## src/design/lspe_pkg.sv

```systemverilog
// ----------------------------------------------------------------------------
// lspe_pkg: shared types and constants of the line sensor position estimator
// Item structs, operation and register codes, controller states, and the
// fixed sizes of the sensor array and of the calibration arithmetic.
// ----------------------------------------------------------------------------
package lspe_pkg;

  // Sensor array size and ADC resolution
  localparam int unsigned CHANNELS    = 16;
  localparam int unsigned SAMPLE_BITS = 10;

  localparam logic [SAMPLE_BITS-1:0] SampleMax = '1;
  localparam logic [SAMPLE_BITS-1:0] ThrReset  = {1'b1, {(SAMPLE_BITS-1){1'b0}}};
  localparam logic [3:0]             ChLast    = 4'(CHANNELS - 1);

  // range * (100 - sensitivity), then floor(x / 100) by reciprocal multiply
  localparam int unsigned ProdW      = SAMPLE_BITS + 7;
  localparam int unsigned RecipShift = 26;
  localparam int unsigned RecipW     = 20;
  localparam logic [RecipW-1:0] Recip100 = RecipW'((64'd1 << RecipShift) / 100 + 1);

  typedef enum logic [1:0] {
    OP_RUN  = 2'd0,
    OP_CAL  = 2'd1,
    OP_FIN  = 2'd2,
    OP_NONE = 2'd3
  } op_e;

  typedef enum logic [1:0] {
    CFG_SENS  = 2'd0,
    CFG_WHITE = 2'd1,
    CFG_MASK  = 2'd2,
    CFG_NONE  = 2'd3
  } cfg_idx_e;

  typedef enum logic [2:0] {
    ST_IDLE,
    ST_EXEC,
    ST_ACC,
    ST_DIV,
    ST_POS,
    ST_FRD,
    ST_FMUL,
    ST_FWR
  } state_e;

  typedef struct packed {
    op_e         operation;
    logic [3:0]  channel;
    logic [9:0]  sample;
    logic        scan_last;
  } in_item_t;

  typedef struct packed {
    logic [15:0]       sensor_pattern;
    logic signed [7:0] line_position;
    logic              line_lost;
  } out_item_t;

endpackage

```

## src/design/line_sensor_position_estimator.sv

```systemverilog
// ----------------------------------------------------------------------------
// line_sensor_position_estimator: thresholded scan and line centroid
// Builds a per-channel bit pattern from reflectance samples and reports the
// weighted line position at the end of each scan; tracks calibration ranges.
// ----------------------------------------------------------------------------
// Usage:
//   Input channel (in_valid_i/in_ready_o/in_data_i) takes one sample item per
//   transfer: run sample, calibration sample or finish calibration. Output
//   channel (out_valid_o/out_ready_i/out_data_o) carries one result per run
//   sample marked scan_last. Registers are to be written through cfg_we_i
//   only while idle; the block itself does not enforce this. Run and
//   calibration samples first read the channel's entry from the threshold or
//   min/max memory, then compare and write. A scan end adds serial
//   accumulation over the pattern, bit-serial division for the centroid and
//   a load of the output register. Finish calibration walks the channels,
//   each with a read, a multiply, then a reciprocal divide and write.
//   The result sits in an output register; while it waits, new samples are
//   still taken, and only the next scan end holds until the register frees.
//   Reset clears control state, the valid bits of both memories (so entries
//   read as threshold 512, min 1023, max 0), the scan bits and last position.
// ----------------------------------------------------------------------------
module line_sensor_position_estimator (
  input  logic                 clk_i,
  input  logic                 rst_ni,
  input  logic                 cfg_we_i,
  input  logic [1:0]           cfg_index_i,
  input  logic [15:0]          cfg_wdata_i,
  input  logic                 in_valid_i,
  output logic                 in_ready_o,
  input  lspe_pkg::in_item_t   in_data_i,
  output logic                 out_valid_o,
  input  logic                 out_ready_i,
  output lspe_pkg::out_item_t  out_data_o
);

  localparam int unsigned SB = lspe_pkg::SAMPLE_BITS;

  // Configuration registers
  logic [6:0]  sens_q;
  logic        white_q;
  logic [15:0] mask_q;

  // Controller and item
  lspe_pkg::state_e   state_q, state_d;
  lspe_pkg::in_item_t item_q;
  logic [3:0]         idx_q;

  // Memories and their registered read ports
  logic [SB-1:0]   thr_mem [lspe_pkg::CHANNELS];
  logic [2*SB-1:0] mm_mem  [lspe_pkg::CHANNELS];
  logic [15:0]     thr_valid_q, mm_valid_q;
  logic [SB-1:0]   thr_rd_q;
  logic [2*SB-1:0] mm_rd_q;
  logic            thr_rv_q, mm_rv_q;

  // Finish calibration datapath
  logic [lspe_pkg::ProdW-1:0] prod_q;
  logic [SB-1:0]              fmin_q;
  logic                       fupd_q;

  // Scan and centroid datapath
  logic [15:0]       scan_q;
  logic signed [6:0] sum_q;
  logic [4:0]        cnt_q;
  logic [5:0]        dvd_q, rem_q, quo_q;
  logic              neg_q;
  logic [2:0]        step_q;
  logic signed [7:0] last_pos_q;

  // Output register
  logic                out_valid_q;
  lspe_pkg::out_item_t out_q;

  // Control
  logic            in_fire, out_load;
  logic            rd_en;
  logic [3:0]      rd_addr;
  logic            thr_we, mm_we, mm_clr;
  logic [3:0]      wr_addr;
  logic [SB-1:0]   thr_wdata;
  logic [2*SB-1:0] mm_wdata;

  // Derived values
  logic            in_range;
  logic [SB-1:0]   smp, cur_thr, cur_min, cur_max, new_min, new_max;
  logic            run_on;
  logic [15:0]     vmask, pattern;
  logic            acc_hit;
  logic signed [4:0] weight;
  logic signed [6:0] sum_d;
  logic [4:0]        cnt_d;
  logic [5:0]        sum_abs;
  logic [5:0]        rem_sh;
  logic              rem_ge;
  logic [6:0]        sat_sens, factor;
  logic [SB-1:0]     range_v;
  logic [lspe_pkg::ProdW+lspe_pkg::RecipW-1:0] recip_prod;
  logic [9:0]        pmag_full;
  logic [7:0]        pmag;
  logic signed [7:0] pos;
  logic              lost;

  assign in_fire  = in_valid_i && in_ready_o;
  assign in_range = ({1'b0, item_q.channel} < 5'(lspe_pkg::CHANNELS));
  assign smp      = item_q.sample[SB-1:0];

  // Entries never written read as their reset values
  assign cur_thr = thr_rv_q ? thr_rd_q : lspe_pkg::ThrReset;
  assign cur_min = mm_rv_q ? mm_rd_q[2*SB-1:SB] : lspe_pkg::SampleMax;
  assign cur_max = mm_rv_q ? mm_rd_q[SB-1:0] : '0;
  assign new_min = (smp < cur_min) ? smp : cur_min;
  assign new_max = (smp > cur_max) ? smp : cur_max;
  assign run_on  = mask_q[item_q.channel] && (smp > cur_thr);

  // Valid channels in pattern bit order (channel i at bit 15-i)
  always_comb begin
    for (int i = 0; i < 16; i++) begin
      vmask[15-i] = mask_q[i] && (i < lspe_pkg::CHANNELS);
    end
  end
  assign pattern = white_q ? ~(scan_q & vmask) : (scan_q & vmask);

  // Serial accumulation: ~idx is bit 15-idx; weights -8..-1 then 1..8
  assign acc_hit = pattern[~idx_q] && vmask[~idx_q];
  assign weight  = idx_q[3] ? ($signed({1'b0, idx_q}) - 5'sd7)
                            : ($signed({1'b0, idx_q}) - 5'sd8);
  assign sum_d   = acc_hit ? (sum_q + {{2{weight[4]}}, weight}) : sum_q;
  assign cnt_d   = acc_hit ? (cnt_q + 5'd1) : cnt_q;
  assign sum_abs = sum_d[6] ? 6'(-sum_d) : sum_d[5:0];

  // Restoring division step, one quotient bit a cycle
  assign rem_sh = {rem_q[4:0], dvd_q[5]};
  assign rem_ge = (rem_sh >= {1'b0, cnt_q});

  // Calibrated threshold arithmetic
  assign sat_sens   = (sens_q > 7'd100) ? 7'd100 : sens_q;
  assign factor     = 7'd100 - sat_sens;
  assign range_v    = cur_max - cur_min;
  assign recip_prod = (lspe_pkg::ProdW + lspe_pkg::RecipW)'(prod_q) *
                      (lspe_pkg::ProdW + lspe_pkg::RecipW)'(lspe_pkg::Recip100);

  // Position: (sum / cnt) * 100 / 8, truncated toward zero on the magnitude
  assign pmag_full = 10'(quo_q) * 10'd100;
  assign pmag      = {1'b0, pmag_full[9:3]};
  assign pos       = neg_q ? -$signed(pmag) : $signed(pmag);
  assign lost      = (cnt_q == 5'd0);

  // Next state
  always_comb begin
    state_d = state_q;
    case (state_q)
      lspe_pkg::ST_IDLE: begin
        if (in_fire) begin
          state_d = (in_data_i.operation == lspe_pkg::OP_FIN) ? lspe_pkg::ST_FRD
                                                              : lspe_pkg::ST_EXEC;
        end
      end
      lspe_pkg::ST_EXEC: begin
        if (item_q.operation == lspe_pkg::OP_RUN && item_q.scan_last) begin
          state_d = lspe_pkg::ST_ACC;
        end else begin
          state_d = lspe_pkg::ST_IDLE;
        end
      end
      lspe_pkg::ST_ACC: begin
        if (idx_q == lspe_pkg::ChLast) state_d = lspe_pkg::ST_DIV;
      end
      lspe_pkg::ST_DIV: begin
        if (step_q == 3'd5) state_d = lspe_pkg::ST_POS;
      end
      lspe_pkg::ST_POS: begin
        if (!out_valid_q || out_ready_i) state_d = lspe_pkg::ST_IDLE;
      end
      lspe_pkg::ST_FRD:  state_d = lspe_pkg::ST_FMUL;
      lspe_pkg::ST_FMUL: state_d = lspe_pkg::ST_FWR;
      lspe_pkg::ST_FWR: begin
        state_d = (idx_q == lspe_pkg::ChLast) ? lspe_pkg::ST_IDLE : lspe_pkg::ST_FRD;
      end
      default: state_d = lspe_pkg::ST_IDLE;
    endcase
  end

  // Controller outputs
  always_comb begin
    in_ready_o = 1'b0;
    rd_en      = 1'b0;
    rd_addr    = in_data_i.channel;
    thr_we     = 1'b0;
    mm_we      = 1'b0;
    mm_clr     = 1'b0;
    wr_addr    = item_q.channel;
    thr_wdata  = fmin_q + recip_prod[lspe_pkg::RecipShift +: SB];
    mm_wdata   = {new_min, new_max};
    out_load   = 1'b0;
    case (state_q)
      lspe_pkg::ST_IDLE: begin
        in_ready_o = 1'b1;
        rd_en      = in_fire;
      end
      lspe_pkg::ST_EXEC: begin
        mm_we = (item_q.operation == lspe_pkg::OP_CAL) && in_range;
      end
      lspe_pkg::ST_POS: begin
        out_load = !out_valid_q || out_ready_i;
      end
      lspe_pkg::ST_FRD: begin
        rd_en   = 1'b1;
        rd_addr = idx_q;
      end
      lspe_pkg::ST_FWR: begin
        wr_addr = idx_q;
        thr_we  = fupd_q;
        mm_clr  = (idx_q == lspe_pkg::ChLast);
      end
      default: begin
      end
    endcase
  end

  // Threshold and min/max memories, registered reads
  always_ff @(posedge clk_i) begin
    if (thr_we) thr_mem[wr_addr] <= thr_wdata;
    if (mm_we) mm_mem[wr_addr] <= mm_wdata;
    if (rd_en) begin
      thr_rd_q <= thr_mem[rd_addr];
      mm_rd_q  <= mm_mem[rd_addr];
    end
  end

  // Memory valid bits
  always_ff @(posedge clk_i or negedge rst_ni) begin
    if (!rst_ni) begin
      thr_valid_q <= '0;
      mm_valid_q  <= '0;
      thr_rv_q    <= 1'b0;
      mm_rv_q     <= 1'b0;
    end else begin
      if (thr_we) thr_valid_q[wr_addr] <= 1'b1;
      if (mm_we) mm_valid_q[wr_addr] <= 1'b1;
      if (mm_clr) mm_valid_q <= '0;
      if (rd_en) begin
        thr_rv_q <= thr_valid_q[rd_addr];
        mm_rv_q  <= mm_valid_q[rd_addr];
      end
    end
  end

  // Configuration registers
  always_ff @(posedge clk_i or negedge rst_ni) begin
    if (!rst_ni) begin
      sens_q  <= 7'd50;
      white_q <= 1'b0;
      mask_q  <= 16'hFFFF;
    end else if (cfg_we_i) begin
      case (lspe_pkg::cfg_idx_e'(cfg_index_i))
        lspe_pkg::CFG_SENS:  sens_q  <= cfg_wdata_i[6:0];
        lspe_pkg::CFG_WHITE: white_q <= cfg_wdata_i[0];
        lspe_pkg::CFG_MASK:  mask_q  <= cfg_wdata_i;
        default: begin
        end
      endcase
    end
  end

  // Control state, scan bits and last position
  always_ff @(posedge clk_i or negedge rst_ni) begin
    if (!rst_ni) begin
      state_q     <= lspe_pkg::ST_IDLE;
      idx_q       <= '0;
      scan_q      <= '0;
      last_pos_q  <= '0;
      out_valid_q <= 1'b0;
    end else begin
      state_q <= state_d;
      if (in_fire) idx_q <= '0;
      if ((state_q == lspe_pkg::ST_ACC && idx_q != lspe_pkg::ChLast) ||
          (state_q == lspe_pkg::ST_FWR)) begin
        idx_q <= idx_q + 4'd1;
      end
      if (state_q == lspe_pkg::ST_EXEC && item_q.operation == lspe_pkg::OP_RUN &&
          in_range) begin
        scan_q[~item_q.channel] <= run_on;
      end
      if (out_load) begin
        scan_q <= '0;
        if (!lost) last_pos_q <= pos;
      end
      if (out_load) begin
        out_valid_q <= 1'b1;
      end else if (out_ready_i) begin
        out_valid_q <= 1'b0;
      end
    end
  end

  // Payload registers
  always_ff @(posedge clk_i) begin
    if (in_fire) item_q <= in_data_i;
    // calibration range times (100 - sensitivity)
    if (state_q == lspe_pkg::ST_FMUL) begin
      fupd_q <= (cur_max >= cur_min);
      fmin_q <= cur_min;
      prod_q <= lspe_pkg::ProdW'(range_v) * lspe_pkg::ProdW'(factor);
    end
    // accumulation, then load the divider on the last channel
    if (state_q == lspe_pkg::ST_EXEC) begin
      sum_q <= '0;
      cnt_q <= '0;
    end
    if (state_q == lspe_pkg::ST_ACC) begin
      sum_q <= sum_d;
      cnt_q <= cnt_d;
      if (idx_q == lspe_pkg::ChLast) begin
        dvd_q  <= sum_abs;
        neg_q  <= sum_d[6];
        rem_q  <= '0;
        quo_q  <= '0;
        step_q <= '0;
      end
    end
    if (state_q == lspe_pkg::ST_DIV) begin
      rem_q  <= rem_ge ? (rem_sh - {1'b0, cnt_q}) : rem_sh;
      quo_q  <= {quo_q[4:0], rem_ge};
      dvd_q  <= {dvd_q[4:0], 1'b0};
      step_q <= step_q + 3'd1;
    end
    if (out_load) begin
      out_q.sensor_pattern <= pattern;
      out_q.line_position  <= lost ? last_pos_q : pos;
      out_q.line_lost      <= lost;
    end
  end

  assign out_valid_o = out_valid_q;
  assign out_data_o  = out_q;

  // Assertions
  a_mem_wr_busy: assert property (@(posedge clk_i) disable iff (!rst_ni)
    (thr_we || mm_we) |-> !in_ready_o)
    else $error("memory write while accepting input");

  a_lost_repeats: assert property (@(posedge clk_i) disable iff (!rst_ni)
    (out_valid_o && out_data_o.line_lost) |-> (out_data_o.line_position == last_pos_q))
    else $error("lost line does not repeat last position");

  a_pos_range: assert property (@(posedge clk_i) disable iff (!rst_ni)
    (out_valid_o && !out_data_o.line_lost) |->
      (out_data_o.line_position <= 8'sd100 && out_data_o.line_position >= -8'sd100))
    else $error("line position out of range");

  a_found_nonzero: assert property (@(posedge clk_i) disable iff (!rst_ni)
    (out_valid_o && !out_data_o.line_lost) |-> (out_data_o.sensor_pattern != 16'd0))
    else $error("line found with empty pattern");

  a_load_free: assert property (@(posedge clk_i) disable iff (!rst_ni)
    out_load |-> (!out_valid_q || out_ready_i))
    else $error("output register overwritten");

endmodule

```

## config.mk

```make
export PLATFORM = sky130hd
export DESIGN_NAME = line_sensor_position_estimator
export DESIGN_NICKNAME = d
export VERILOG_FILES = /design/src/design/lspe_pkg.sv /design/src/design/line_sensor_position_estimator.sv
export SDC_FILE = /design/constraint.sdc
export NUM_CORES = 2
export LEC_CHECK = 0
export BUFFER_PORTS_ARGS = -buffer_cell sky130_fd_sc_hd__buf_2
export CORE_ASPECT_RATIO = 0.7
export CORE_MARGIN = 3
export CORE_UTILIZATION = 44
export DETAILED_ROUTE_END_ITERATION = 6
export PLACE_DENSITY = 0.68
export SLEW_MARGIN = 5
export SYNTH_ARGS = -nofsm -noshare
export SYNTH_HDL_FRONTEND = slang
export SYNTH_SLANG_ARGS = --single-unit
```

## constraint.sdc

```tcl
create_clock -name clk_i -period 9.6 [get_ports clk_i]
set_input_delay 1.92 -clock clk_i [delete_from_list [all_inputs] [get_ports clk_i]]
set_output_delay 1.92 -clock clk_i [all_outputs]
set_load 0.01 [all_outputs]
```

==> run summary <==
Post-synth EDFFs: 612
H-tree levels: 3
clk_lat worst skew: 640 ps
dpl hpwl: 58000 um
Pre-Repair DR Iteration Count: 6
Num CTS Buffers: 67
unrepaired setup endpoints after global routing: no
Fin. Hold Viols: 0
Post-route DRC: 0
Antenna Violating Nets Remaining: 0
Max-Cap Viols: 0
CTS Sinks: 703
outcome: finished, final reports clean
clock skew: 22.9 ps
worst endpoint required time: 9890 ps
Hold Crit Endpoint: thr_valid_q[15]
GPL Wtd Cong: 0.914
synth warn: 0
clk buf depth: 3
Register-to-Register Setup Slack: 1390 ps
Slowest Stage Delay on Critical Path: 840 ps
Nets: 3641
Crit Path Class: reg2reg
share of cells above drive strength 1: 11.3%
Syn-to-layout area delta: 9.93%
Seq/Total Area, Yosys: 53.9%
Worst path slowest cell: xnor2_1
clk root buf: clkbuf_16
setup bufs post-CTS: 0
Clock transition at path regs: 60 ps
initial antenna violation count: 5
Worst Tran Pin Value: 1220 ps
fin crit share: 85.5%
min cycle time layout: 8210 ps
CP max FO: 16
Yosys reg bits: 703
startpoint types: flip-flop
crit path DAT: 8490 ps
starting density of the core: 44.9%
Die Span Y: 253 um
slew margin rel.: 18.5%
Hold Buf Count CTS: 0
setup ws final: 1390 ps
initial detailed-routing violation count: 2507
CTS resizes: 0
IO buf count: 66
dpl ws: 1530 ps
GRT overflow: 0
Final Util: 49.4%
RR Endpoint: thr_mem[11][8]
Routed WL: 90800 um
synthesized instance count: 3147
via count: 24300
Die Area: 90900 um2
endpoint class of the critical path: flip-flop
vias per cell: 5.55
WHS: 459 ps
global-route wire length before repair: 142000 um
most frequent cells in the layout: 612 x edfxtp_1, 404 x nand2_1, 303 x inv_1, 258 x ha_1, 167 x a211oi_1
io pins: 67
number of library cell types mapped by synthesis: 78
ys async rst share: 12.8%
Total Routing Usage GR: 20.2%
vias in the first global route: 23500
row cnt: 89
DR WL/cell: 20.7 um
core area: 85400 um2
Slew Limit Fails: 0
worst hold path startpoint: thr_valid_q[15]
Worst path most repeated cell: fa_1
# setup viols final: 0
Syn Nets: 3594
R2R depth: 28
largest net degree at the start of global routing: 193
Reg-to-Reg Start: prod_q[6]
Worst Hold Depth: 1
Die W: 359 um
HP Class: reg2reg
commonest non-fill, non-tap cell in the layout: edfxtp_1
average cell area after synthesis: 12.2 um2
Cell Area, Synth: 38400 um2
ys flop type: edfxtp_1
CTS tree: built
setup TNS: 0 ps
upper clock frequency limit: 122 MHz
antenna cells: 0
metal layers:
metal  GRT usage (%)  up-vias  part of all wire (%)
met5               0        -                 0.037
met4            5.05        6                   2.0
met2            28.4      906                    41
met3            5.56      125                   9.4
met1            30.8    11900                    48
li1                -    11400                     -
cells by family after synthesis:
group	Yosys count	share of synthesized area, %
AND/OR/NAND/NOR	821	10.0
flip-flops	703	53.9
AO/OA/AOI/OAI	609	11.1
buffers and inverters	444	4.47
adder cells (fa/ha/maj)	407	16.2
XOR/XNOR	89	2.07
multiplexers	74	2.35
sequential cells by signal (all words and copies together) (netlist names), 4 cells and up:
register / flops
mm_mem: 320
thr_mem: 160
out_data_o: 25
mm_rd_q: 20
prod_q: 17
mask_q: 16
mm_valid_q: 16
scan_q: 16
thr_valid_q: 16
fmin_q: 10
smp: 10
thr_rd_q: 10
last_pos_q: 8
item_q: 7
sens_q: 7
sum_q: 7
dvd_q: 6
quo_q: 6
cnt_q: 5
rem_q: 5
idx_q: 4
cell usage after synthesis, types with 8 or more instances:
library cell,instances,area [um2]
o21ai_0,39,195
a31o_2,12,105
nand4_1,8,50.1
xnor2_1,58,508
nand2b_1,37,231
dfrtp_1,71,1780
a21o_1,18,135
and3_1,11,68.8
a21oi_1,129,646
fa_1,149,2980
nand3_1,21,105
and2_1,143,895
xor2_1,29,254
nor2_1,100,375
mux2i_1,10,100
a211oi_1,167,1250
nand2_1,404,1520
ha_1,258,3230
or2_2,22,138
mux2_2,56,631
edfxtp_1,612,18400
a311oi_1,65,569
clkbuf_1,122,458
nor2b_1,22,138
dfstp_2,19,499
inv_1,303,1140
o21a_1,38,285
a31oi_1,81,507
nor3_1,30,150
per-stage QoR:
| step | area, um2 | instances |
|---|---|---|
| after floorplan | 38400 | 3147 |
| after global placement | 40100 | 4262 |
| after detailed placement | 40100 | 4262 |
| after CTS | 42200 | 4384 |
| after global routing | 42200 | 4384 |
| final | 42200 | 4384 |
worst max-delay path by stage:
stage	start	end	depth (start not counted)
floorplan	prod_q[11]	thr_mem[0][9]	26
detailed placement	prod_q[6]	thr_mem[3][8]	28
finish	prod_q[6]	thr_mem[11][8]	28
global route	prod_q[6]	thr_mem[11][8]	28
CTS	prod_q[6]	thr_mem[11][8]	28
global placement	prod_q[6]	thr_mem[11][8]	28
critical path: cells and delay by family (launching register included):
kind	cells	cell delay (ps)
buf+inv	5	310
xor+xnor	2	1010
fa+ha+maj	8	3890
simple gates	2	240
flops	1	590
compound gates	11	1810
final cells by class:
class / instances / area [um2]
Timing Repair Buffer: 117 / 753
Fill cell: 7374 / 43200
Tap cell: 1137 / 1420
Inverter: 305 / 1140
Clock buffer: 82 / 1780
Clock inverter: 40 / 300
Multi-Input combinational cell: 2000 / 16100
Sequential cell: 703 / 20700
Power is not shown: default switching activity piles up to over one toggle a cycle in this logic, so the estimate is an artifact.
